## src/rtl/heightmap_column_face_emitter_assert.svh

```systemverilog
// ----------------------------------------------------------------------------
// Assertion macros for the heightmap column face emitter
// Clocked on aclk and disabled while aresetn is low.
// ----------------------------------------------------------------------------
`ifndef HEIGHTMAP_COLUMN_FACE_EMITTER_ASSERT_SVH
`define HEIGHTMAP_COLUMN_FACE_EMITTER_ASSERT_SVH

// Condition must never be true at a clock edge.
`define HCE_ASSERT_NEVER(label, cond, msg) \
    label: assert property (@(posedge aclk) disable iff (!aresetn) !(cond)) \
        else $error(msg);

// When the antecedent holds, the consequent holds in the next cycle.
`define HCE_ASSERT_NEXT(label, ante, cons, msg) \
    label: assert property (@(posedge aclk) disable iff (!aresetn) (ante) |=> (cons)) \
        else $error(msg);

`endif

```

## src/rtl/hce_pkg.sv

```systemverilog
// ----------------------------------------------------------------------------
// hce_pkg
// Shared types and constants of the heightmap column face emitter.
// ----------------------------------------------------------------------------
`default_nettype none

package hce_pkg;

    localparam int DEF_MAX_WIDTH   = 256;
    localparam int DEF_MAX_DEPTH   = 256;
    localparam int DEF_HEIGHT_BITS = 15;

    localparam int COORD_BITS     = 8;
    localparam int IN_HEIGHT_BITS = 16;
    localparam int VALUE_BITS     = 15;   // clamped write value, and y fields
    localparam int GRID_BITS      = 9;
    localparam int ORIGIN_BITS    = 9;
    localparam int COUNT_BITS     = 32;
    localparam int KIND_BITS      = 3;
    localparam int NUM_FACES      = 5;
    localparam int NUM_NBRS       = 4;
    localparam int QUEUE_DEPTH    = 2;

    localparam logic [COUNT_BITS-1:0] VERTEX_STEP     = 32'd4;
    localparam logic [COUNT_BITS-1:0] TRI_INDEX_STEP  = 32'd6;
    localparam logic [COUNT_BITS-1:0] LINE_INDEX_STEP = 32'd8;

    // Request codes
    localparam logic [1:0] REQ_WRITE   = 2'd0;
    localparam logic [1:0] REQ_CELL    = 2'd1;
    localparam logic [1:0] REQ_RESTART = 2'd2;

    // Configuration register indexes
    localparam logic [1:0] CFG_GRID_WIDTH = 2'd0;
    localparam logic [1:0] CFG_GRID_DEPTH = 2'd1;
    localparam logic [1:0] CFG_LINE_MODE  = 2'd2;

    localparam logic [GRID_BITS-1:0] GRID_WIDTH_RESET = 9'd256;
    localparam logic [GRID_BITS-1:0] GRID_DEPTH_RESET = 9'd256;

    typedef enum logic [1:0] {
        OP_WRITE   = 2'd0,
        OP_CELL    = 2'd1,
        OP_RESTART = 2'd2
    } op_t;

    typedef struct packed {
        logic [GRID_BITS-1:0] grid_width;
        logic [GRID_BITS-1:0] grid_depth;
        logic                 line_mode;
    } cfg_t;

    // Neighbour flags, lowest bit up: +x, -x, +z, -z inside the grid.
    typedef struct packed {
        op_t                    op;
        logic [COORD_BITS-1:0]  x;
        logic [COORD_BITS-1:0]  z;
        logic [VALUE_BITS-1:0]  value;
        logic [NUM_NBRS-1:0]    nbr_ok;
        logic [ORIGIN_BITS-1:0] ox;
        logic [ORIGIN_BITS-1:0] oz;
    } cmd_t;

    typedef struct packed {
        logic full;
        logic empty;
    } q_stat_t;

    typedef struct packed {
        logic [KIND_BITS-1:0]   kind;
        logic [ORIGIN_BITS-1:0] ox;
        logic [ORIGIN_BITS-1:0] oz;
        logic [VALUE_BITS-1:0]  y_low;
        logic [VALUE_BITS-1:0]  y_high;
        logic [COUNT_BITS-1:0]  first_vertex;
        logic [COUNT_BITS-1:0]  first_index;
        logic                   last;
    } face_t;

endpackage

`default_nettype wire

```

## src/rtl/hce_front.sv

```systemverilog
// ----------------------------------------------------------------------------
// hce_front
// Accepts requests, clamps write heights, range-checks cells and drops
// requests that cause no work.
// ----------------------------------------------------------------------------
`default_nettype none

module hce_front import hce_pkg::*; #(
    parameter int MAX_WIDTH   = DEF_MAX_WIDTH,
    parameter int MAX_DEPTH   = DEF_MAX_DEPTH,
    parameter int HEIGHT_BITS = DEF_HEIGHT_BITS
) (
    input  cfg_t                             cfg,
    input  logic                             s_valid,
    output logic                             s_ready,
    input  logic [1:0]                       req_type,
    input  logic [COORD_BITS-1:0]            cell_x,
    input  logic [COORD_BITS-1:0]            cell_z,
    input  logic signed [IN_HEIGHT_BITS-1:0] height,
    input  q_stat_t                          q_stat,
    output logic                             push,
    output cmd_t                             cmd
);

    localparam logic [31:0] HMAX = 32'((64'd1 << HEIGHT_BITS) - 64'd1);

    function automatic logic [GRID_BITS-1:0] clamp_size(input logic [GRID_BITS-1:0] v,
                                                        input int maxv);
        logic [GRID_BITS-1:0] r;
        r = v;
        if (v == '0) begin
            r = GRID_BITS'(1);
        end else if (int'(v) > maxv) begin
            r = GRID_BITS'(maxv);
        end
        return r;
    endfunction

    logic [GRID_BITS-1:0]  w_use;
    logic [GRID_BITS-1:0]  d_use;
    logic [GRID_BITS-1:0]  xp;
    logic [GRID_BITS-1:0]  zp;
    logic [VALUE_BITS-1:0] v15;
    logic [VALUE_BITS-1:0] hval;
    logic                  keep;

    assign s_ready = !q_stat.full;
    assign push    = s_valid && s_ready && keep;

    always_comb begin
        w_use = clamp_size(cfg.grid_width, MAX_WIDTH);
        d_use = clamp_size(cfg.grid_depth, MAX_DEPTH);
        xp    = {1'b0, cell_x} + GRID_BITS'(1);
        zp    = {1'b0, cell_z} + GRID_BITS'(1);

        // Negative heights store as zero, large ones saturate.
        v15  = height[IN_HEIGHT_BITS-1] ? '0 : height[VALUE_BITS-1:0];
        hval = v15;
        if ({17'd0, v15} > HMAX) begin
            hval = VALUE_BITS'(HMAX);
        end

        cmd.op     = OP_WRITE;
        cmd.x      = cell_x;
        cmd.z      = cell_z;
        cmd.value  = hval;
        cmd.nbr_ok = {cell_z != '0, zp < d_use, cell_x != '0, xp < w_use};
        cmd.ox     = {cell_x, 1'b0} - w_use;
        cmd.oz     = {cell_z, 1'b0} - d_use;

        keep = 1'b0;
        unique case (req_type)
            REQ_WRITE: begin
                cmd.op = OP_WRITE;
                keep   = (int'(cell_x) < MAX_WIDTH) && (int'(cell_z) < MAX_DEPTH);
            end
            REQ_CELL: begin
                cmd.op = OP_CELL;
                keep   = ({1'b0, cell_x} < w_use) && ({1'b0, cell_z} < d_use);
            end
            REQ_RESTART: begin
                cmd.op = OP_RESTART;
                keep   = 1'b1;
            end
            default: begin
                keep = 1'b0;
            end
        endcase
    end

endmodule

`default_nettype wire

```

## config.mk

```make
export PLATFORM = sky130hd
export DESIGN_NAME = hce_front
export DESIGN_NICKNAME = d
export VERILOG_FILES = /design/src/rtl/heightmap_column_face_emitter_assert.svh /design/src/rtl/hce_pkg.sv /design/src/rtl/hce_front.sv
export SDC_FILE = /design/constraint.sdc
export NUM_CORES = 1
export LEC_CHECK = 0
export BUFFER_PORTS_ARGS = -buffer_cell sky130_fd_sc_hd__buf_4
export CORE_UTILIZATION = 45
export DETAILED_ROUTE_END_ITERATION = 7
export PLACE_DENSITY_LB_ADDON = 0.08
export RECOVER_POWER = 50
export SYNTH_ARGS = -nofsm -noshare
export SYNTH_HDL_FRONTEND = slang
export SYNTH_SLANG_ARGS = --single-unit
```

## constraint.sdc

```tcl
create_clock -name vclk -period 4.2
set_clock_uncertainty 0.2 [all_clocks]
set_input_delay 0.84 -clock vclk [all_inputs]
set_output_delay 0.84 -clock vclk [all_outputs]
set_load 0.03 [all_outputs]
```

==> metrics.sh, run 1 <==
ANTENNA_CELLS=0
DIE-HEIGHT_UM=68.4
PATH_MAX_FANOUT=2
CLOCK_POWER_SHARE=0
TIMING.FINAL.CRIT_SHARE=0.980
FIRSTDRTPASSITERS=4
DIE_AREA_UM2=4680
TIMING_HOLD_VIOLATIONS_FINAL=0
MUXSHAREOFSYNTHAREA=0
ROUTED_VIAS_INST=5.31
VIA_COUNT=2192
GRT_ANTENNA_BEFORE_REPAIR=0
SHARE_SEQ_OF_TOTAL_POWER=0
DIE_X_UM=68.4
WORST-SLEW-PIN-TRANSITION_PS=377
CORE_REGION_AREA_UM2=4120
HPWL_MM=4.80
TIMING.CRITICAL_PATH.MAX_DELAY_FAMILY='compound AO/OA/AOI/OAI gates'
HOLDWS_PS=1800
SEQUENTIAL_CELL_TOTAL=0
FINAL_NETS=471
FINAL_CELLS=413
WIRELENGTH_MM=5.52
PLACEMENT.CELL_AREA_UM2=2830
INTERNAL_POWER_mW=0.198
SYNTH_COMPOUND_AREA_FRAC=0.209
CRITICAL_PATH.CELL_CHAIN='buf_6, or4_4, o21ai_4, inv_2, fa_2, a21o_1, a21oi_2, o211ai_1, a21oi_2, xnor2_2, buf_4'
GRT_PASS1_WL_MM=8.43
CRIT_ARRIVAL_PS=3070
FINALINSTANCEAREA_UM2=2770
ACHIEVABLE-FREQUENCY_MHz=243
SYNTHXORXNORAREAFRAC=0.115
PLACE_WORST_SETUP_SLACK_PS=-58.1
STARTPOINT_TYPE='input pin'
CP_SLOWEST_STAGE_DELAY_PS=570
RUN_STATUS='completed'
AVGSYNTHCELLAREA_UM2=7.66
WORST_PATH_BUF_INV=3
CRIT_PATH_TOP_DELAY_CELL='or4_4'
SYNTHCELLS=259
FINAL_ANTENNA_NET_COUNT=0
SWITCHING_POWER_AS_A_SHARE_OF_TOTAL_POWER=0.580
LAYOUT.CLOCK_BUFFERS=0
SETUP_REPAIR_AFTER_GLOBAL_ROUTING_MISSED_ITS_MARGIN='true'
SYNTH_TOP_FAMILY_BY_AREA='adder cells'
POWER_DENSITY_OVER_CELL_AREA_nW_PER_UM2=170
TOTAL_SWITCHING_POWER_mW=0.273
NUMBER_OF_GLOBAL_ROUTE_VIAS_BEFORE_REPAIR=1954
LAYOUT-DRIVE-GT1-SHARE=0.317
REMAINING_DRC_ERRORS=0
SHARE_COMB_OF_TOTAL_POWER=1.000
YOSYS_WARNINGS=0
TIMING.FINAL.CRIT_PERIOD_PS=4110
MAX-VDD-IR-DROP_mV=0.133
POST_SYNTH_INSTANCE_AREA_UM2=1980
CTS_HOLD_BUF=0
TIMING.SETUP.TNS_PS=0
OVERFLOW=0
CRIT_PATH_END_KIND='output pin'
MOSTFREQUENTLAYOUTCELL='buf_4'
WL_PER_CELL_UM=13.4
SYNTH_SEQ_AREA_SHARE=0
PLACEMENTROWS=23
FF_LATCH_AREA_UM2=0
MAX_CAP_VIOLATIONS=0
GLOBAL_ROUTE.USAGE.TOTAL=0.229
LAYOUT.CORE_UTILIZATION=0.673
PATH_COMMON_CELL='a21oi_2'
MAXSLEWHEADROOM=0.749
SYNTH-SIMPLE-AREA-SHARE=0.272
DRT-INITIAL-DRC-COUNT=116
DP.CELLS=411
SYNTHADDERAREAFRAC=0.323
FINAL_NUMBER_OF_SETUP_VIOLATING_ENDPOINTS=0
WORST_EP_REQUIRED_TIME_PS=3160
TIMING_MAX_TRANSITION_VIOLATIONS_FINAL=0
TOTAL_OF_BUFFERS_PLACED_ON_INPUT_AND_OUTPUT_PORTS=111
LAYOUT_SETUP_WS_PS=85.7
ROUTABILITYCONGESTION=0.860
HOLD_PATH_CLASS='in -> out'
MOSTFREQUENTLAYOUTCELLS='buf_4, ha_1, nand2_1, clkbuf_1'
SYNTH.NET_COUNT=365
GRT_START_MAX_NET_PINS=16
SYNTHTOLAYOUTAREAGROWTH_PCT=39.6
INITIAL_CORE_UTIL=0.482
PATH_CLASS='in -> out'
TOTAL_LEAKAGE_POWER_nW=1.32
DESIGN.PORTCOUNT=113
POWER_mW=0.471
POST_SYNTH_NUM_CELL_TYPES=45
## layer usage
layer  GRT usage  wire (µm)  vias up
met4           0          0        0
met1       0.331       2700      968
met2       0.392       2520       82
met3      0.0100        296        0
met5           0          0        -
li1            -          -     1142
## final timing paths
path	from	end	depth (start not counted)
worst max-delay path	cfg[9]	cmd[8]	11
worst min-delay path	req_type[0]	push	3
## power groups by stage
stage               clock network, mW  registers, mW  logic (mW)
floorplan                           0              0       0.307
global placement                    0              0       0.471
detailed placement                  0              0       0.477
CTS                                 0              0       0.480
global route                        0              0       0.512
finish                              0              0       0.471
## cell usage after synthesis (2+ instances only)
master	n	area, µm²
nand2_1	28	105
nor3_1	3	15.0
o22ai_1	2	12.5
a211oi_1	3	22.5
fa_1	2	40.0
nand4_1	5	31.3
a21oi_1	20	100
or4_4	2	22.5
o21a_1	3	22.5
buf_4	16	120
inv_2	2	7.51
nor4_1	2	12.5
xor2_1	6	52.6
nor2_1	12	45.0
xnor2_1	20	175
a21o_1	9	67.6
ha_1	48	601
o211ai_1	2	15.0
or2_2	2	12.5
inv_1	8	30.0
nor2b_1	19	119
and3_1	4	25.0
nand3_1	9	45.0
o21ai_0	7	35.0
nand2b_1	5	31.3
## what timing repair did
| item | CTS | global route |
|---|---|---|
| gates resized for setup | 1 | 8 |
| pin swaps | 1 | 10 |
| buffers inserted | 0 | 2 |
| setup endpoints to repair | 2 | 3 |
## cell type report
type / instances / area [µm²]
fillers: 411 / 1350
multi-input cells: 232 / 1850
repair buffers: 121 / 818
well taps: 50 / 62.6
inverters: 10 / 37.5
## cell families after synthesis
| group | count (synthesis) |
|---|---|
| AOI/OAI and AO/OA | 58 |
| and+or+nand+nor | 98 |
| adders and majority gates | 50 |
| xor gates and xnor gates | 26 |
| buffers and inverters | 27 |
No activity file was read; power rests on OpenSTA's default activity.
==> run 2: changes to the inputs <==
- ABC_AREA: unset -> 1
==> metrics.sh, run 2 <==
SWITCHING_POWER_AS_A_SHARE_OF_TOTAL_POWER=0.618
MAX_CAP_VIOLATIONS=0
SYNTHTOLAYOUTAREAGROWTH_PCT=32.1
FF_LATCH_AREA_UM2=0
POWER_mW=0.455
FINAL_NUMBER_OF_SETUP_VIOLATING_ENDPOINTS=0
HPWL_MM=5.23
ROUTED_VIAS_INST=5.04
LAYOUT.CLOCK_BUFFERS=0
VIA_COUNT=2508
TOTAL_LEAKAGE_POWER_nW=1.56
AVGSYNTHCELLAREA_UM2=6.01
MOSTFREQUENTLAYOUTCELL='nand2_1'
SYNTH.NET_COUNT=457
SYNTH-SIMPLE-AREA-SHARE=0.340
YOSYS_WARNINGS=0
REMAINING_DRC_ERRORS=8
MUXSHAREOFSYNTHAREA=0
DP.CELLS=498
CTS_HOLD_BUF=0
SHARE_SEQ_OF_TOTAL_POWER=0
SYNTH_SEQ_AREA_SHARE=0
INITIAL_CORE_UTIL=0.475
SETUP_REPAIR_AFTER_GLOBAL_ROUTING_MISSED_ITS_MARGIN='false'
FINAL_NETS=554
POST_SYNTH_INSTANCE_AREA_UM2=2110
DIE_AREA_UM2=4970
DIE_X_UM=70.5
TOTAL_OF_BUFFERS_PLACED_ON_INPUT_AND_OUTPUT_PORTS=111
PLACEMENTROWS=24
SYNTH_LARGEST_TYPE_AREA_FRACTION=0.285
DIE-HEIGHT_UM=70.5
LAYOUT_SETUP_WS_PS=237
PATH_MAX_FANOUT=6
GLOBAL_ROUTE.USAGE.TOTAL=0.232
SYNTH_TOP_FAMILY_BY_AREA='simple AND/OR/NAND/NOR gates'
SYNTHDOMINANTAREACELLTYPE='ha_1'
STARTPOINT_TYPE='input pin'
VIOLATIONS='DRC'
WORST-SLEW-PIN-TRANSITION_PS=379
OVERFLOW=0
WORST_EP_REQUIRED_TIME_PS=3160
PLACEMENT.CELL_AREA_UM2=2890
NUM-FILL-CELLS=468
CLOCK_POWER_SHARE=0
GRT_PASS1_WL_MM=9.60
CORE_REGION_AREA_UM2=4440
INTERNAL_POWER_mW=0.174
TOTAL_SWITCHING_POWER_mW=0.281
SYNTHADDERAREAFRAC=0.304
YOSYS-TOP-CELLS-AREA='ha_1, nand2_1, inv_1'
SHARE_COMB_OF_TOTAL_POWER=1.000
FIRSTDRTPASSITERS=6
SYNTHXORXNORAREAFRAC=0.0955
TIMING_HOLD_VIOLATIONS_FINAL=0
DRT-INITIAL-DRC-COUNT=124
TIMING.SETUP.TNS_PS=0
MAX-VDD-IR-DROP_mV=0.109
YOSYSMOSTFREQUENTCELL='nand2_1'
FINALINSTANCEAREA_UM2=2790
LAYOUT-DRIVE-GT1-SHARE=0.215
WL_PER_CELL_UM=12.1
ROUTABILITYCONGESTION=0.903
MOSTFREQUENTLAYOUTCELLS='nand2_1, buf_4, inv_1'
SYNTH_COMMONEST_CELLS='nand2_1, inv_1, ha_1, nor2_1, a21oi_1'
CRIT_ARRIVAL_PS=2920
POWER_DENSITY_OVER_CELL_AREA_nW_PER_UM2=163
ACHIEVABLE-FREQUENCY_MHz=252
POST_CTS_RESIZED=0
RUN_STATUS='finished with violations'
PATH_CLASS='in -> out'
WIRELENGTH_MM=6.00
CRIT_PATH_END_KIND='output pin'
GRT_START_MAX_NET_PINS=16
NUMBER_OF_GLOBAL_ROUTE_VIAS_BEFORE_REPAIR=2222
POST-CTS-SETUP-BUFFERS=0
SYNTH_COMPOUND_AREA_FRAC=0.108
POST_SYNTH_NUM_CELL_TYPES=30
ANTENNA_CELLS=0
DESIGN.PORTCOUNT=113
SYNTHCELLS=351
MAXSLEWHEADROOM=0.748
TIMING_MAX_TRANSITION_VIOLATIONS_FINAL=0
FINAL_CELLS=498
GRT_ANTENNA_BEFORE_REPAIR=0
SEQUENTIAL_CELL_TOTAL=0
HOLD_PATH_CLASS='in -> out'
FINAL_ANTENNA_NET_COUNT=0
TIMING.FINAL.CRIT_PERIOD_PS=3960
PLACE_WORST_SETUP_SLACK_PS=278
TIMING.FINAL.CRIT_SHARE=0.944
[run 2: changes by cell type after synthesis, sizes merged, moves of 3 or more]
cell	change
a21o	-8
inv	+43
nand2	+62
nand2b	-5
nand3	+11
nor2	+36
nor2b	-19
o21a	-3
or4	-3
xnor2	-11
xor2	+8
[run 2: final cells by class]
class / count / area (µm²) / area share
repair buffers: 112 / 736 / 0.264
inverters: 53 / 199 / 0.0714
well taps: 52 / 65.1 / 0.0233
multi-input cells: 281 / 1790 / 0.641
[run 2: kinds of logic (layout without fill, tap and decap cells)]
| logic type | Yosys count | after routing |
|---|---|---|
| simple gates | 170 | 170 |
| xor+xnor | 23 | 23 |
| buf+inv | 70 | 165 |
| fa+ha+maj | 50 | 50 |
| compound gates | 38 | 38 |
[run 2: path summary, 6_finish.rpt]
kind                  cells after the start         from       to
worst min-delay path                      3  req_type[0]     push
worst max-delay path                     13      cfg[11]  cmd[17]
[run 2: power by group through the flow]
stage / clock network [mW] / registers (mW) / logic [mW]
finish: 0 / 0 / 0.455
global route: 0 / 0 / 0.497
CTS: 0 / 0 / 0.469
detailed placement: 0 / 0 / 0.466
global placement: 0 / 0 / 0.461
floorplan: 0 / 0 / 0.302
[run 2: stage by stage]
step | hold WS [ps] | utilization
after CTS | 1760 | 0.651
after detailed placement | 1760 | 0.651
after global routing | 1810 | 0.627
final | 1800 | 0.627
after floorplan | 1590 | -
after global placement | 1760 | 0.651
[run 2: worst max-delay path, stage by stage]
cell	delay [ps]
buf_4	120
nor2_1	120
nand2_1	80
o21ai_0	150
buf_4	160
nand2_1	130
ha_1	380
nand3_1	90
nand3_1	150
nand4_1	90
and3_1	160
xnor2_1	230
buf_4	210
[run 2: layer usage]
layer  up-vias  GRT usage  share of wire  routed length [µm]
met5         -          0              0                   0
met4         0     0.0227         0.0040                  24
met3         4     0.0173          0.069                 416
met2       103      0.391           0.45                2680
met1      1091      0.331           0.48                2880
li1       1310          -              -                   -
==> run 3: changes to the inputs <==
- GPL_TIMING_DRIVEN: unset -> 0
- SETUP_SLACK_MARGIN: unset -> 0.3
==> metrics.sh, run 3 (synthesis results as in run 2) <==
RUN_STATUS='finished with violations'
VIOLATIONS='DRC'
LAYOUT-DRIVE-GT1-SHARE=0.280
DESIGN.PORTCOUNT=113
TIMING_HOLD_VIOLATIONS_FINAL=0
TIMING.FINAL.CRIT_SHARE=0.918
INITIAL_CORE_UTIL=0.475
FINAL_CELLS=516
STARTPOINT_TYPE='input pin'
LAYOUT.CLOCK_BUFFERS=0
WORST_EP_REQUIRED_TIME_PS=3160
ROUTABILITYCONGESTION=0.886
ACHIEVABLE-FREQUENCY_MHz=259
DIE_X_UM=70.5
GRT_START_MAX_NET_PINS=11
FINAL_NUMBER_OF_SETUP_VIOLATING_ENDPOINTS=0
PATH_CLASS='in -> out'
PATH_MAX_FANOUT=6
TOTAL_LEAKAGE_POWER_nW=1.66
GRT_ANTENNA_BEFORE_REPAIR=0
TIMING.FINAL.CRIT_PERIOD_PS=3850
CRIT_ARRIVAL_PS=2810
HPWL_MM=5.08
DIE-HEIGHT_UM=70.5
WL_PER_CELL_UM=11.7
DIE_AREA_UM2=4970
CRITPATHLAUNCH='cfg[10]'
PLACEMENTROWS=24
CORE_REGION_AREA_UM2=4440
CTS_HOLD_BUF=0
WIRELENGTH_MM=6.05
GLOBAL_ROUTE.USAGE.TOTAL=0.236
HOLD_PATH_CLASS='in -> out'
ANTENNA_CELLS=0
POWER_DENSITY_OVER_CELL_AREA_nW_PER_UM2=159
FF_LATCH_AREA_UM2=0
MAXSLEWHEADROOM=0.746
MOSTFREQUENTLAYOUTCELLS='buf_4, nand2_1, inv_1'
TIMING.SETUP.TNS_PS=0
TOTAL_OF_BUFFERS_PLACED_ON_INPUT_AND_OUTPUT_PORTS=111
FINAL_ANTENNA_NET_COUNT=0
FIRSTDRTPASSITERS=6
SEQUENTIAL_CELL_TOTAL=0
MAX_CAP_VIOLATIONS=0
REMAINING_DRC_ERRORS=12
MAX-VDD-IR-DROP_mV=0.106
WORST-SLEW-PIN-TRANSITION_PS=383
NUMBER_OF_GLOBAL_ROUTE_VIAS_BEFORE_REPAIR=2382
DRT-INITIAL-DRC-COUNT=90
OVERFLOW=0
SYNTHTOLAYOUTAREAGROWTH_PCT=42.6
TIMING_MAX_TRANSITION_VIOLATIONS_FINAL=0
CRIT_PATH_END_KIND='output pin'
VIA_COUNT=2557
SETUP_REPAIR_AFTER_GLOBAL_ROUTING_MISSED_ITS_MARGIN='true'
MOSTFREQUENTLAYOUTCELL='buf_4'
GRT_PASS1_WL_MM=9.89
HOLD_PATH.STARTPOINT='req_type[0]'
DP.CELLS=514
ROUTED_VIAS_INST=4.96
FINAL_NETS=572
-- run 3: worst max-delay path, stage by stage --
cell,delay (ps)
buf_4,110
nor2_1,90
nand2_1,100
o21ai_4,250
nand2_1,170
ha_1,370
inv_1,70
o21bai_1,190
nand3_1,100
and3_1,220
xnor2_2,130
buf_4,170
-- run 3: path summary, 6_finish.rpt --
check | end | cells after the start
min | push | 3
max | cmd[17] | 12
-- run 3: metrics by stage --
stage               utilization  hold WS, ps  cell area [µm²]  total power [mW]  setup WS (ps)
finish                    0.677         1760             3010             0.479            346
global route              0.677         1770             3010             0.525            196
CTS                       0.681         1750             3030             0.480            313
detailed placement        0.678         1750             3020             0.477           24.1
global placement          0.678         1750             3020             0.470           20.7
floorplan                     -         1590             2120             0.304            310
-- run 3: final cells by class --
| cell class | count | area, µm² |
|---|---|---|
| Inverter | 53 | 199 |
| Fill cell | 440 | 1440 |
| Buffer | 17 | 124 |
| Multi-Input combinational cell | 281 | 1870 |
| Timing Repair Buffer | 113 | 747 |
| Tap cell | 52 | 65.1 |
-- run 3: where the power goes --
part           internal (mW)  switching, mW
logic                  0.191          0.287
registers                  0              0
clock network              0              0
total                  0.191          0.287
-- run 3: what timing repair did --
| item | 4_1_cts | 5_1_grt |
|---|---|---|
| hold endpoints to repair | 0 | 0 |
| resized for setup | 2 | 18 |
| setup endpoints to repair | 9 | 9 |
| pin swaps | 1 | 6 |
| setup buffers | 1 | 1 |
-- run 3: metal layers --
| metal | track usage | part of all wire | vias up |
|---|---|---|---|
| li1 | - | - | 1345 |
| met1 | 0.305 | 0.46 | 1135 |
| met2 | 0.442 | 0.49 | 77 |
| met3 | 0.0144 | 0.050 | 0 |
| met4 | 0.0159 | 0 | 0 |
| met5 | 0 | 0 | - |
