File: src/rtl/heightmap_column_face_emitter_assert.svh
// ----------------------------------------------------------------------------
// Assertion macros for the heightmap column face emitter
// Clocked on aclk and disabled while aresetn is low.
// ----------------------------------------------------------------------------
`ifndef HEIGHTMAP_COLUMN_FACE_EMITTER_ASSERT_SVH
`define HEIGHTMAP_COLUMN_FACE_EMITTER_ASSERT_SVH

// Condition must never be true at a clock edge.
`define HCE_ASSERT_NEVER(label, cond, msg) \
    label: assert property (@(posedge aclk) disable iff (!aresetn) !(cond)) \
        else $error(msg);

// When the antecedent holds, the consequent holds in the next cycle.
`define HCE_ASSERT_NEXT(label, ante, cons, msg) \
    label: assert property (@(posedge aclk) disable iff (!aresetn) (ante) |=> (cons)) \
        else $error(msg);

`endif

File: src/rtl/hce_pkg.sv
// ----------------------------------------------------------------------------
// hce_pkg
// Shared types and constants of the heightmap column face emitter.
// ----------------------------------------------------------------------------
`default_nettype none

package hce_pkg;

    localparam int DEF_MAX_WIDTH   = 256;
    localparam int DEF_MAX_DEPTH   = 256;
    localparam int DEF_HEIGHT_BITS = 15;

    localparam int COORD_BITS     = 8;
    localparam int IN_HEIGHT_BITS = 16;
    localparam int VALUE_BITS     = 15;   // clamped write value, and y fields
    localparam int GRID_BITS      = 9;
    localparam int ORIGIN_BITS    = 9;
    localparam int COUNT_BITS     = 32;
    localparam int KIND_BITS      = 3;
    localparam int NUM_FACES      = 5;
    localparam int NUM_NBRS       = 4;
    localparam int QUEUE_DEPTH    = 2;

    localparam logic [COUNT_BITS-1:0] VERTEX_STEP     = 32'd4;
    localparam logic [COUNT_BITS-1:0] TRI_INDEX_STEP  = 32'd6;
    localparam logic [COUNT_BITS-1:0] LINE_INDEX_STEP = 32'd8;

    // Request codes
    localparam logic [1:0] REQ_WRITE   = 2'd0;
    localparam logic [1:0] REQ_CELL    = 2'd1;
    localparam logic [1:0] REQ_RESTART = 2'd2;

    // Configuration register indexes
    localparam logic [1:0] CFG_GRID_WIDTH = 2'd0;
    localparam logic [1:0] CFG_GRID_DEPTH = 2'd1;
    localparam logic [1:0] CFG_LINE_MODE  = 2'd2;

    localparam logic [GRID_BITS-1:0] GRID_WIDTH_RESET = 9'd256;
    localparam logic [GRID_BITS-1:0] GRID_DEPTH_RESET = 9'd256;

    typedef enum logic [1:0] {
        OP_WRITE   = 2'd0,
        OP_CELL    = 2'd1,
        OP_RESTART = 2'd2
    } op_t;

    typedef struct packed {
        logic [GRID_BITS-1:0] grid_width;
        logic [GRID_BITS-1:0] grid_depth;
        logic                 line_mode;
    } cfg_t;

    // Neighbour flags, lowest bit up: +x, -x, +z, -z inside the grid.
    typedef struct packed {
        op_t                    op;
        logic [COORD_BITS-1:0]  x;
        logic [COORD_BITS-1:0]  z;
        logic [VALUE_BITS-1:0]  value;
        logic [NUM_NBRS-1:0]    nbr_ok;
        logic [ORIGIN_BITS-1:0] ox;
        logic [ORIGIN_BITS-1:0] oz;
    } cmd_t;

    typedef struct packed {
        logic full;
        logic empty;
    } q_stat_t;

    typedef struct packed {
        logic [KIND_BITS-1:0]   kind;
        logic [ORIGIN_BITS-1:0] ox;
        logic [ORIGIN_BITS-1:0] oz;
        logic [VALUE_BITS-1:0]  y_low;
        logic [VALUE_BITS-1:0]  y_high;
        logic [COUNT_BITS-1:0]  first_vertex;
        logic [COUNT_BITS-1:0]  first_index;
        logic                   last;
    } face_t;

endpackage

`default_nettype wire

File: src/rtl/hce_queue.sv
// ----------------------------------------------------------------------------
// hce_queue
// Short command queue between the front and back ends.
// ----------------------------------------------------------------------------
`default_nettype none

module hce_queue import hce_pkg::*; (
    input  logic    aclk,
    input  logic    aresetn,
    input  logic    push,
    input  cmd_t    push_cmd,
    input  logic    pop,
    output cmd_t    pop_cmd,
    output q_stat_t stat
);

    localparam int PW = (QUEUE_DEPTH > 1) ? $clog2(QUEUE_DEPTH) : 1;
    localparam int CW = $clog2(QUEUE_DEPTH + 1);

    cmd_t          ent_reg [QUEUE_DEPTH];
    logic [PW-1:0] wr_ptr_reg, wr_ptr_next;
    logic [PW-1:0] rd_ptr_reg, rd_ptr_next;
    logic [CW-1:0] cnt_reg, cnt_next;

    function automatic logic [PW-1:0] bump(input logic [PW-1:0] p);
        return (p == PW'(QUEUE_DEPTH - 1)) ? '0 : p + PW'(1);
    endfunction

    assign stat.full  = (cnt_reg == CW'(QUEUE_DEPTH));
    assign stat.empty = (cnt_reg == '0);
    assign pop_cmd    = ent_reg[rd_ptr_reg];

    always_comb begin
        wr_ptr_next = push ? bump(wr_ptr_reg) : wr_ptr_reg;
        rd_ptr_next = pop  ? bump(rd_ptr_reg) : rd_ptr_reg;
        cnt_next    = cnt_reg;
        if (push && !pop) begin
            cnt_next = cnt_reg + CW'(1);
        end else if (pop && !push) begin
            cnt_next = cnt_reg - CW'(1);
        end
    end

    always_ff @(posedge aclk) begin
        if (!aresetn) begin
            wr_ptr_reg <= '0;
            rd_ptr_reg <= '0;
            cnt_reg    <= '0;
        end else begin
            wr_ptr_reg <= wr_ptr_next;
            rd_ptr_reg <= rd_ptr_next;
            cnt_reg    <= cnt_next;
        end
    end

    always_ff @(posedge aclk) begin
        if (push) begin
            ent_reg[wr_ptr_reg] <= push_cmd;
        end
    end

endmodule

`default_nettype wire

File: config.mk
export PLATFORM = sky130hd
export DESIGN_NAME = hce_queue
export DESIGN_NICKNAME = d
export VERILOG_FILES = /design/src/rtl/heightmap_column_face_emitter_assert.svh /design/src/rtl/hce_pkg.sv /design/src/rtl/hce_queue.sv
export SDC_FILE = /design/constraint.sdc
export NUM_CORES = 1
export LEC_CHECK = 0
export ABC_CLOCK_PERIOD_IN_PS = 4100
export BUFFER_PORTS_ARGS = -buffer_cell sky130_fd_sc_hd__clkbuf_2
export CORE_MARGIN = 2
export CORE_UTILIZATION = 51
export CTS_CLUSTER_DIAMETER = 60
export DETAILED_ROUTE_END_ITERATION = 12
export GPL_TIMING_DRIVEN = 1
export PLACE_DENSITY = 0.78
export SYNTH_ARGS = -nofsm -noshare
export SYNTH_HDL_FRONTEND = slang
export SYNTH_SLANG_ARGS = --single-unit
File: constraint.sdc
create_clock -name aclk -period 4.1 [get_ports aclk]
set_input_delay 0.205 -clock aclk [delete_from_list [all_inputs] [get_ports aclk]]
set_output_delay 0.205 -clock aclk [all_outputs]
set_load 0.02 [all_outputs]
==> metrics.txt, run 1 <==
Synth Area per Inst=21.8 um2; fin util=73.9%; total congestion overflow=0; Final GP Congestion=0.687; DRC Markers=0; Clock Latency Late Sink=0.49 ns; peak supply drop=0.336 mV; Worst setup EP type=output port; Critical Path RT=3.89 ns; slowest CP cell=dfxtp_2; Initial Utilization=52.0%; largest net degree at the start of global routing=40; postcts setup bufs=0; first-pass GRT wire length=11,000 um; commonest non-fill, non-tap cell in the layout=clkbuf_2; Longest Clk Path Bufs=2; clock root cell=clkbuf_8; CP max stage delay=0.73 ns; share of cells above drive strength 1=52.2%; class of the worst hold path=in -> reg; cell count after placement=410; vias per cell=4.78; Rel. slew slack=24.8%; WL/cell=14.8 um; max-cap violation count=0; leakage=2.34 nW; DIE AREA=0.00899 mm2; H-tree Lvls=4; initial antenna violation count=1; Sink Count=115; max reg flops=110; Antenna Nets Post-Route=0; crit-path max FO=30; status=completed; post-layout minimum cycle time=2.49 ns; I/O Pins=116; final setup fails=0; worst setup path class=reg -> out; Post-Syn Nets=253; power per cell area=508 mW/mm2; port bufs=115; final non-filler cell total=499; DR iter-0 viols=72; Reg2Reg Depth=2; core area=0.00809 mm2; post-synth cell types=17; R2R setup slack=2.14 ns; nets=440; final hold viol count=0; worst slew pin tran=1.13 ns; vias in the first global route=2,335; Setup TNS=0 ns; mapped cell area=0.00421 mm2; Critical Path Start Type=register; Worst R2R Start=wr_ptr_reg$_SDFFE_PN0P_; period utilization=60.8%; row count=33; Vias=2,387; #FFs+latches synth=115; CTS hold repair buffers=56; GR Util All Layers=17.0%; WHS Path Cells=3; CP top delay family=flip-flops; post-synthesis sequential area ratio=80.9%; Reg clk slew, reported paths=0.05 ns; Achievable Freq=401 MHz; unrepaired setup endpoints after global routing=no; DRT Pass-1 Iters=4; Final Slew Violations=0; post-CTS sizing=0; Die Wd=94.8 um; CTS tree=yes; Synth Instances=193; worst hold slack=0.0684 ns; Num CTS Buffers=17; Clock Skew=0.00788 ns; CP cell instances=buf_4 -> mux2_2 -> clkbuf_2; FF-to-FF End=ent_reg[0][8]$_DFFE_PP_; Buf/Inv on CP=2; Arrival @ worst endpoint=2.29 ns; Yosys warning total=0; DRT Wirelength=7390 um; leading cell types in the layout, fill and taps excluded=clkbuf_2, edfxtp_1, dlygate4sd3_1; Die Ht=94.8 um; Syn-to-layout area delta=42.3%; min-delay src=pop
## area by class of cell
type / instances / area, um2
antenna: 1 / 2.50
clock buffer: 20 / 425
clock inverter: 12 / 115
fill: 521 / 2110
inverter: 1 / 3.75
multi-input combinational: 71 / 743
sequential: 115 / 3400
tap: 105 / 131
timing repair buffer: 174 / 1160
## cell usage after synthesis
cell | count | area [um2]
edfxtp_1 | 110 | 3300
and2b_2 | 1 | 8.76
buf_6 | 5 | 56.3
inv_1 | 1 | 3.75
dfxtp_1 | 5 | 100
nor2b_1 | 2 | 12.5
xnor2_1 | 1 | 8.76
o21ai_0 | 1 | 5.00
nor2_1 | 1 | 3.75
buf_4 | 1 | 7.51
a21boi_1 | 1 | 7.51
mux2_2 | 55 | 619
o21a_1 | 1 | 7.51
xor2_1 | 2 | 17.5
and2_1 | 4 | 25.0
ha_1 | 1 | 12.5
or3_1 | 1 | 6.26
## where the power goes
group          switching, mW  internal (mW)
clock network          0.467          0.852
registers             0.0249           1.36
logic                  0.180          0.160
## worst max-delay path by stage
stage / end / slack [ns] / cells after the start
2_1_floorplan: ent_reg[0][0]$_DFFE_PP_ / 0.84 / 1
3_3_place_gp: ent_reg[0][47]$_DFFE_PP_ / 2.06 / 3
3_5_place_dp: ent_reg[0][7]$_DFFE_PP_ / 2.06 / 3
4_1_cts: pop_cmd[22] / 1.56 / 3
5_1_grt: pop_cmd[18] / 1.45 / 3
6_report: pop_cmd[18] / 1.61 / 3
## stage by stage
step | power (mW) | setup WS (ns) | cell area [um2]
floorplan | 1.60 | 0.844 | 4210
global placement | 1.70 | 2.06 | 4880
detailed placement | 1.71 | 2.06 | 4880
CTS | 3.07 | 1.56 | 5980
global route | 3.15 | 1.45 | 5980
finish | 3.04 | 1.61 | 5980
## worst reg2reg max path, stage by stage, from the launching register on
cell and delay [ns]:
dfxtp_1 0.34, nor2b_4 0.87, buf_4 0.42
## logic make-up after synthesis
group,count (synthesis),synth area share (%)
AO/OA/AOI/OAI,3,0.476
XOR/XNOR,3,0.625
adder cells (fa/ha/maj),1,0.297
buffers and inverters,7,1.61
flip-flops,115,80.9
multiplexers,55,14.7
AND/OR/NAND/NOR,9,1.34
## routing by layer
layer / routed length (um) / GRT usage (%) / vias up
li1: - / - / 1141
met1: 3100 / 19.6 / 1153
met2: 3780 / 28.3 / 80
met3: 336 / 5.19 / 13
met4: 170 / 9.42 / 0
met5: 0 / 0 / -
(Power assumes the default switching activity.)
==> run 2, diff against run 1 <==
--- a/config.mk
+++ b/config.mk
@@ -5,14 +5,15 @@
 export SDC_FILE = /design/constraint.sdc
 export NUM_CORES = 1
 export LEC_CHECK = 0
-export ABC_CLOCK_PERIOD_IN_PS = 4100
+export ABC_AREA = 1
+export ABC_CLOCK_PERIOD_IN_PS = 2400
 export BUFFER_PORTS_ARGS = -buffer_cell sky130_fd_sc_hd__clkbuf_2
 export CORE_MARGIN = 2
-export CORE_UTILIZATION = 51
+export CORE_UTILIZATION = 52
 export CTS_CLUSTER_DIAMETER = 60
 export DETAILED_ROUTE_END_ITERATION = 12
 export GPL_TIMING_DRIVEN = 1
-export PLACE_DENSITY = 0.78
+export PLACE_DENSITY = 0.79
 export SYNTH_ARGS = -nofsm -noshare
 export SYNTH_HDL_FRONTEND = slang
 export SYNTH_SLANG_ARGS = --single-unit
==> constraint.sdc (replaced) <==
create_clock -name aclk -period 2.4 [get_ports aclk]
set_input_delay 0.12 -clock aclk [delete_from_list [all_inputs] [get_ports aclk]]
set_output_delay 0.12 -clock aclk [all_outputs]
set_load 0.02 [all_outputs]
==> metrics.txt, run 2 <==
Arrival @ worst endpoint=1.95 ns (-0.34 ns); first-pass GRT wire length=12,400 um (+13%); DRT Wirelength=8010 um (+8.3%); Reg clk slew, reported paths=0.05 ns (about the same); multi-input logic area=912 um2 (+23%); Buf/Inv on CP=2 (unchanged); post-synth cell types=14 (-3); CP cell instances=buf_4 -> mux2_2 -> clkbuf_2; initial antenna violation count=0 (-1); Worst setup EP type=output port; Final GP Congestion=0.658 (-4.3%); sequential cell area=0.00341 mm2 (about the same); worst setup path class=reg -> out; Critical Path RT=2.28 ns (-1.61 ns); crit-path max FO=27 (-10%); port bufs=115 (unchanged); WHS Path Cells=2 (-1); met2 wire length=4340 um (+15%); power per cell area=832 mW/mm2 (+64%); Synth Instances=206 (+6.7%); met1 WL=3140 um (+1.0%); CP top delay family=flip-flops; count leader, synth=edfxtp_1; DRC Markers=0 (unchanged); Setup TNS=0 ns (unchanged); Yosys warning total=0 (unchanged); post-CTS sizing=0 (unchanged); Synth Area per Inst=21.6 um2 (-0.87%); Achievable Freq=483 MHz; antenna cells=0 (-1); HPWL after DPL=4480 um; final hold viol count=0 (unchanged); leakage=2.59 nW (+11%); ys flop type=edfxtp_1; Critical Path Start Type=register; share of the synthesized area in the top cell type=74.2% (-4.3 points); vias per cell=4.84 (+1.1%); class of the worst hold path=in -> reg; Clock Skew=0.0108 ns (+0.00297 ns); I/O Pins=116 (unchanged); synth cell count leaders=edfxtp_1, mux2_4, nor2_1, inv_1, nand2_1; Clock Latency Late Sink=0.49 ns (about the same); GR Util All Layers=18.3% (+1.3 points); Crit path depth=3 (unchanged); DRT Pass-1 Iters=4 (unchanged); total congestion overflow=0 (unchanged); share of cells above drive strength 1=50.0% (-2.2 points); row count=33 (unchanged); Final Slew Violations=0 (unchanged); post-synthesis sequential area ratio=76.5% (-4.4 points); nets=458 (+4.1%); Die Ht=96.5 um (+1.8%); DR iter-0 viols=94 (+31%); postcts setup bufs=0 (unchanged); Rel. slew slack=66.4% (+42 points); vias in the first global route=2,649 (+13%); H-tree Lvls=4 (unchanged); max-cap violation count=0 (unchanged); CP max stage delay=0.67 ns (-0.06 ns); highest metal used=met4; unrepaired setup endpoints after global routing=no; synth top area cells=edfxtp_1, mux2_4, buf_12; DIE AREA=0.00931 mm2 (+3.6%); commonest non-fill, non-tap cell in the layout=clkbuf_2; fill count=478 (-8.3%); Longest Clk Path Bufs=2 (unchanged); status=completed; total power=5.21 mW (+71%); core area=0.00826 mm2 (+2.0%); slowest CP cell=dfxtp_4; met3 WL=430 um (+28%); period utilization=86.2%; Syn-to-layout area delta=40.7%; WL/cell=15.5 um (+5.0%); #FFs+latches synth=115 (unchanged); mapped cell area=0.00445 mm2 (+5.8%); max reg flops=110 (unchanged); worst slew pin tran=0.503 ns (-0.622 ns); leading cell types in the layout, fill and taps excluded=clkbuf_2, edfxtp_1, dlygate4sd3_1; post-layout minimum cycle time=2.07 ns; Sink Count=115 (unchanged); clock root cell=clkbuf_8; Post-synth EDFFs=110 (unchanged); peak supply drop=0.551 mV (+64%); Num CTS Buffers=17 (unchanged); biggest area consumer among synthesized cells=edfxtp_1; Antenna Nets Post-Route=0 (unchanged); largest net degree at the start of global routing=56 (+40%); Die Wd=96.5 um (+1.8%); Post-synth ARST share=0% (unchanged); Vias=2,491 (+4.4%); Reg2Reg Depth=3 (+1); final setup fails=0 (unchanged); Initial Utilization=53.9% (+1.9 points); CTS tree=yes; Post-Syn Nets=266 (+5.1%)
-- run 2: cell count changes after synthesis, sizes merged, moves of 2 or more --
cell | previous run | this run
inv | 1 | 8
and2 | 4 | 0
nand2 | 0 | 8
nor2b | 2 | 0
nor2 | 1 | 9
xor2 | 2 | 0
-- run 2: per-stage QoR --
step | area, um2 | worst slack [ns] | util [%] | hold slack, ns | std cells
floorplan | 4450 | 0.215 | - | 0.219 | 206
global placement | 5130 | 0.843 | 62.1 | 0.308 | 425
detailed placement | 5130 | 0.827 | 62.1 | 0.312 | 425
CTS | 6260 | 0.292 | 75.8 | 0.328 | 515
global route | 6260 | 0.225 | 75.8 | 0.344 | 515
finish | 6260 | 0.330 | 75.8 | 0.352 | 515
-- run 2: area by class of cell --
| type | count | share of cell area (%) |
|---|---|---|
| Clock buffer | 19 | 6.74 |
| Clock inverter | 12 | 1.86 |
| Inverter | 8 | 0.480 |
| Multi-Input combinational cell | 77 | 14.6 |
| Sequential cell | 115 | 54.4 |
| Tap cell | 105 | 2.10 |
| Timing Repair Buffer | 179 | 19.8 |
-- run 2: cell families after synthesis --
group	count (synthesis)	share of synthesized area [%]
AO/OA/AOI/OAI	2	0.225
adder cells (fa/ha/maj)	1	0.281
multiplexers	55	18.1
buffers and inverters	14	3.18
AND/OR/NAND/NOR	19	1.69
flip-flops	115	76.5
-- run 2: path summary, 6_finish.rpt --
kind                                 from                       end  slack, ns
hold / removal               push_cmd[49]  ent_reg[0][49]$_DFFE_PP_       0.35
setup / recovery                 register               pop_cmd[34]       0.33
hold reg to reg   cnt_reg[0]$_SDFFE_PN0P_   cnt_reg[0]$_SDFFE_PN0P_       0.54
setup reg to reg  wr_ptr_reg$_SDFFE_PN0P_  ent_reg[1][48]$_DFFE_PP_       1.19
-- run 2: timing repair --
action | CTS | global route
hold buffers | 59 | 0
endpoints found under the setup margin | 0 | 0
hold endpoints to repair | 115 | 0
-- run 2: where the power goes --
| part | switching, mW | leakage, nW | internal [mW] |
|---|---|---|---|
| clock | 0.783 | 0.262 | 1.45 |
| combinational | 0.302 | 1.25 | 0.304 |
| sequential | 0.0472 | 1.07 | 2.32 |
| total | 1.13 | 2.59 | 4.08 |
-- run 2: layer usage --
metal | global-route usage (%) | up-vias
li1 | - | 1184
met1 | 20.4 | 1212
met2 | 32.5 | 83
met3 | 5.82 | 12
met4 | 7.28 | 0
met5 | 0 | -
-- run 2: worst register-to-register path, cell delays in order (launching register included) --
cell	delay, ns
dfxtp_1	0.39
nand2_1	0.11
inv_2	0.08
buf_12	0.28
==> run 3, diff against run 2 <==
--- a/config.mk
+++ b/config.mk
@@ -8,6 +8,7 @@
 export ABC_AREA = 1
 export ABC_CLOCK_PERIOD_IN_PS = 2400
 export BUFFER_PORTS_ARGS = -buffer_cell sky130_fd_sc_hd__clkbuf_2
+export CORE_ASPECT_RATIO = 1.5
 export CORE_MARGIN = 2
 export CORE_UTILIZATION = 52
 export CTS_CLUSTER_DIAMETER = 60
==> metrics.txt, run 3 (synthesis gave the netlist of run 2 again) <==
vias in the first global route=2,506 (-5.4%); HPWL after DPL=4930 um (+10%); DRC Markers=0 (unchanged); leading cell types in the layout, fill and taps excluded=clkbuf_2, edfxtp_1, dlygate4sd3_1; total power=5.08 mW (-2.6%); I/O Pins=116 (unchanged); Critical Path RT=2.28 ns (about the same); Worst setup EP type=output port; Final GP Congestion=0.683 (+3.8%); post-route cell area=0.00619 mm2 (-1.1%); Gate power share=11.9% (+0.3 points); Seq pwr share=46.6% (+1.1 points); Longest Clk Path Bufs=2 (unchanged); commonest non-fill, non-tap cell in the layout=clkbuf_2; GR Util All Layers=18.2% (-0.077 points); nets=455 (-0.66%); DRT Wirelength=7980 um (-0.27%); post-CTS sizing=0 (unchanged); Die Wd=79.5 um (-18%); Buf/Inv on CP=2 (unchanged); max-cap violation count=0 (unchanged); period utilization=77.2% (-9.0 points); DRT Pass-1 Iters=4 (unchanged); Clk pwr share=41.5% (-1.4 points); core area=0.00836 mm2 (+1.3%); Syn-to-layout area delta=39.1%; worst setup path class=reg -> out; leakage=2.56 nW (-1.2%); clock root cell=clkbuf_16; cell count after placement=427 (+0.47%); switching power total=1.08 mW (-4.2%); status=completed; H-tree Lvls=4 (unchanged); Area after DPL=0.00512 mm2 (-0.20%); DR iter-0 viols=78 (-17%); final setup fails=0 (unchanged); crit-path max FO=14 (-48%); DIE AREA=0.00933 mm2 (+0.16%); largest net degree at the start of global routing=33 (-41%); slowest CP cell=dfxtp_4; Antenna Nets Post-Route=0 (unchanged); WL/cell=15.5 um (about the same); Setup TNS=0 ns (unchanged); share of cells above drive strength 1=49.0% (-0.99 points); Clock Latency Late Sink=0.40 ns (-0.09 ns); WHS Path Cells=3 (+1); max reg flops=110 (unchanged); Vias=2,464 (-1.1%); Net Sw Frac=21.4% (-0.37 points); Clock Skew=0.00462 ns (-0.00623 ns); power per cell area=820 mW/mm2 (-1.4%); final non-filler cell total=514 (-0.19%); Reg2Reg Depth=3 (unchanged); Critical Path Start Type=register; final hold viol count=0 (unchanged); CP max stage delay=0.51 ns (-0.16 ns); Sink Count=115 (unchanged); Initial Utilization=53.2% (-0.67 points); row count=41 (+24%); Crit path depth=3 (unchanged); peak supply drop=0.608 mV (+10%); unrepaired setup endpoints after global routing=no; total congestion overflow=0 (unchanged); class of the worst hold path=in -> reg; CP cell instances=buf_4 -> mux2_4 -> clkbuf_2; P_int=3.99 mW (-2.1%); initial antenna violation count=0 (unchanged); first-pass GRT wire length=11,800 um (-4.8%); Num CTS Buffers=17 (unchanged); Rel. slew slack=63.0% (-3.5 points); Die Ht=117 um (+22%); Achievable Freq=540 MHz (+12%); port bufs=115 (unchanged); worst slew pin tran=0.555 ns (+0.0515 ns); CP top delay family=flip-flops; Reg clk slew, reported paths=0.05 ns (about the same); Final Slew Violations=0 (unchanged); post-layout minimum cycle time=1.85 ns (-0.216 ns); vias per cell=4.79 (-0.89%); Arrival @ worst endpoint=1.73 ns (-0.22 ns); CTS tree=yes
-- run 3: cell count changes in the layout (fill, tap and decap cells not counted) --
| cell | before | now |
|---|---|---|
| clkinv_1 | 2 | 7 |
| dlygate4sd3_1 | 59 | 56 |
| clkinv_2 | 5 | 3 |
| clkinvlp_4 | 2 | 0 |
| buf_12 | 3 | 2 |
| buf_4 | 2 | 3 |
| bufinv_16 | 2 | 1 |
| clkbuf_16 | 16 | 17 |
| clkbuf_8 | 1 | 0 |
| clkinv_4 | 1 | 0 |
| diode_2 | 0 | 1 |
-- run 3: what timing repair did --
action                    in CTS  in global routing
hold buffers                  56                  0
hold endpoints to repair     115                  0
buffers inserted               0                  0
-- run 3: worst min-delay path, stage by stage --
cell	delay, ns
clkbuf_2	0.11
nor2_1	0.05
nor2_1	0.09
-- run 3: through the flow --
step | setup slack [ns] | utilization, % | hold slack, ns
floorplan | 0.215 | - | 0.219
global placement | 0.905 | 61.2 | 0.310
detailed placement | 0.850 | 61.2 | 0.314
CTS | 0.510 | 74.0 | 0.00000758
global route | 0.458 | 74.0 | 0.0284
finish | 0.547 | 74.0 | 0.0125
-- run 3: routing by layer --
layer,global-route usage [%],vias to the layer above,part of all wire [%]
li1,-,1173,-
met1,17.4,1189,35
met2,32.7,82,57
met3,6.98,20,4.4
met4,10.9,0,2.8
met5,0,-,0
-- run 3: area by class of cell --
cell class / instances / area (um2)
sequential: 115 / 3410
timing repair buffer: 176 / 1200
multi-input combinational: 77 / 912
clock inverter: 11 / 71.3
clock buffer: 19 / 433
inverter: 8 / 30.0
tap: 107 / 134
fill: 482 / 2170
antenna: 1 / 2.50
-- run 3: power by group through the flow --
| stage | clock, mW | sequential, mW | combinational [mW] |
|---|---|---|---|
| after floorplan | 0 | 2.39 | 0.380 |
| after global placement | 0 | 2.39 | 0.519 |
| after detailed placement | 0 | 2.40 | 0.533 |
| after CTS | 2.15 | 2.37 | 0.607 |
| after global routing | 2.26 | 2.37 | 0.643 |
| final | 2.11 | 2.36 | 0.604 |
-- run 3: final timing paths --
path              slack, ns                    start                  endpoint
setup / recovery       0.55                 register               pop_cmd[36]
hold / removal         0.01                      pop   rd_ptr_reg$_SDFFE_PN0P_
setup reg to reg       0.89  wr_ptr_reg$_SDFFE_PN0P_  ent_reg[1][51]$_DFFE_PP_
hold reg to reg        0.51  rd_ptr_reg$_SDFFE_PN0P_   rd_ptr_reg$_SDFFE_PN0P_
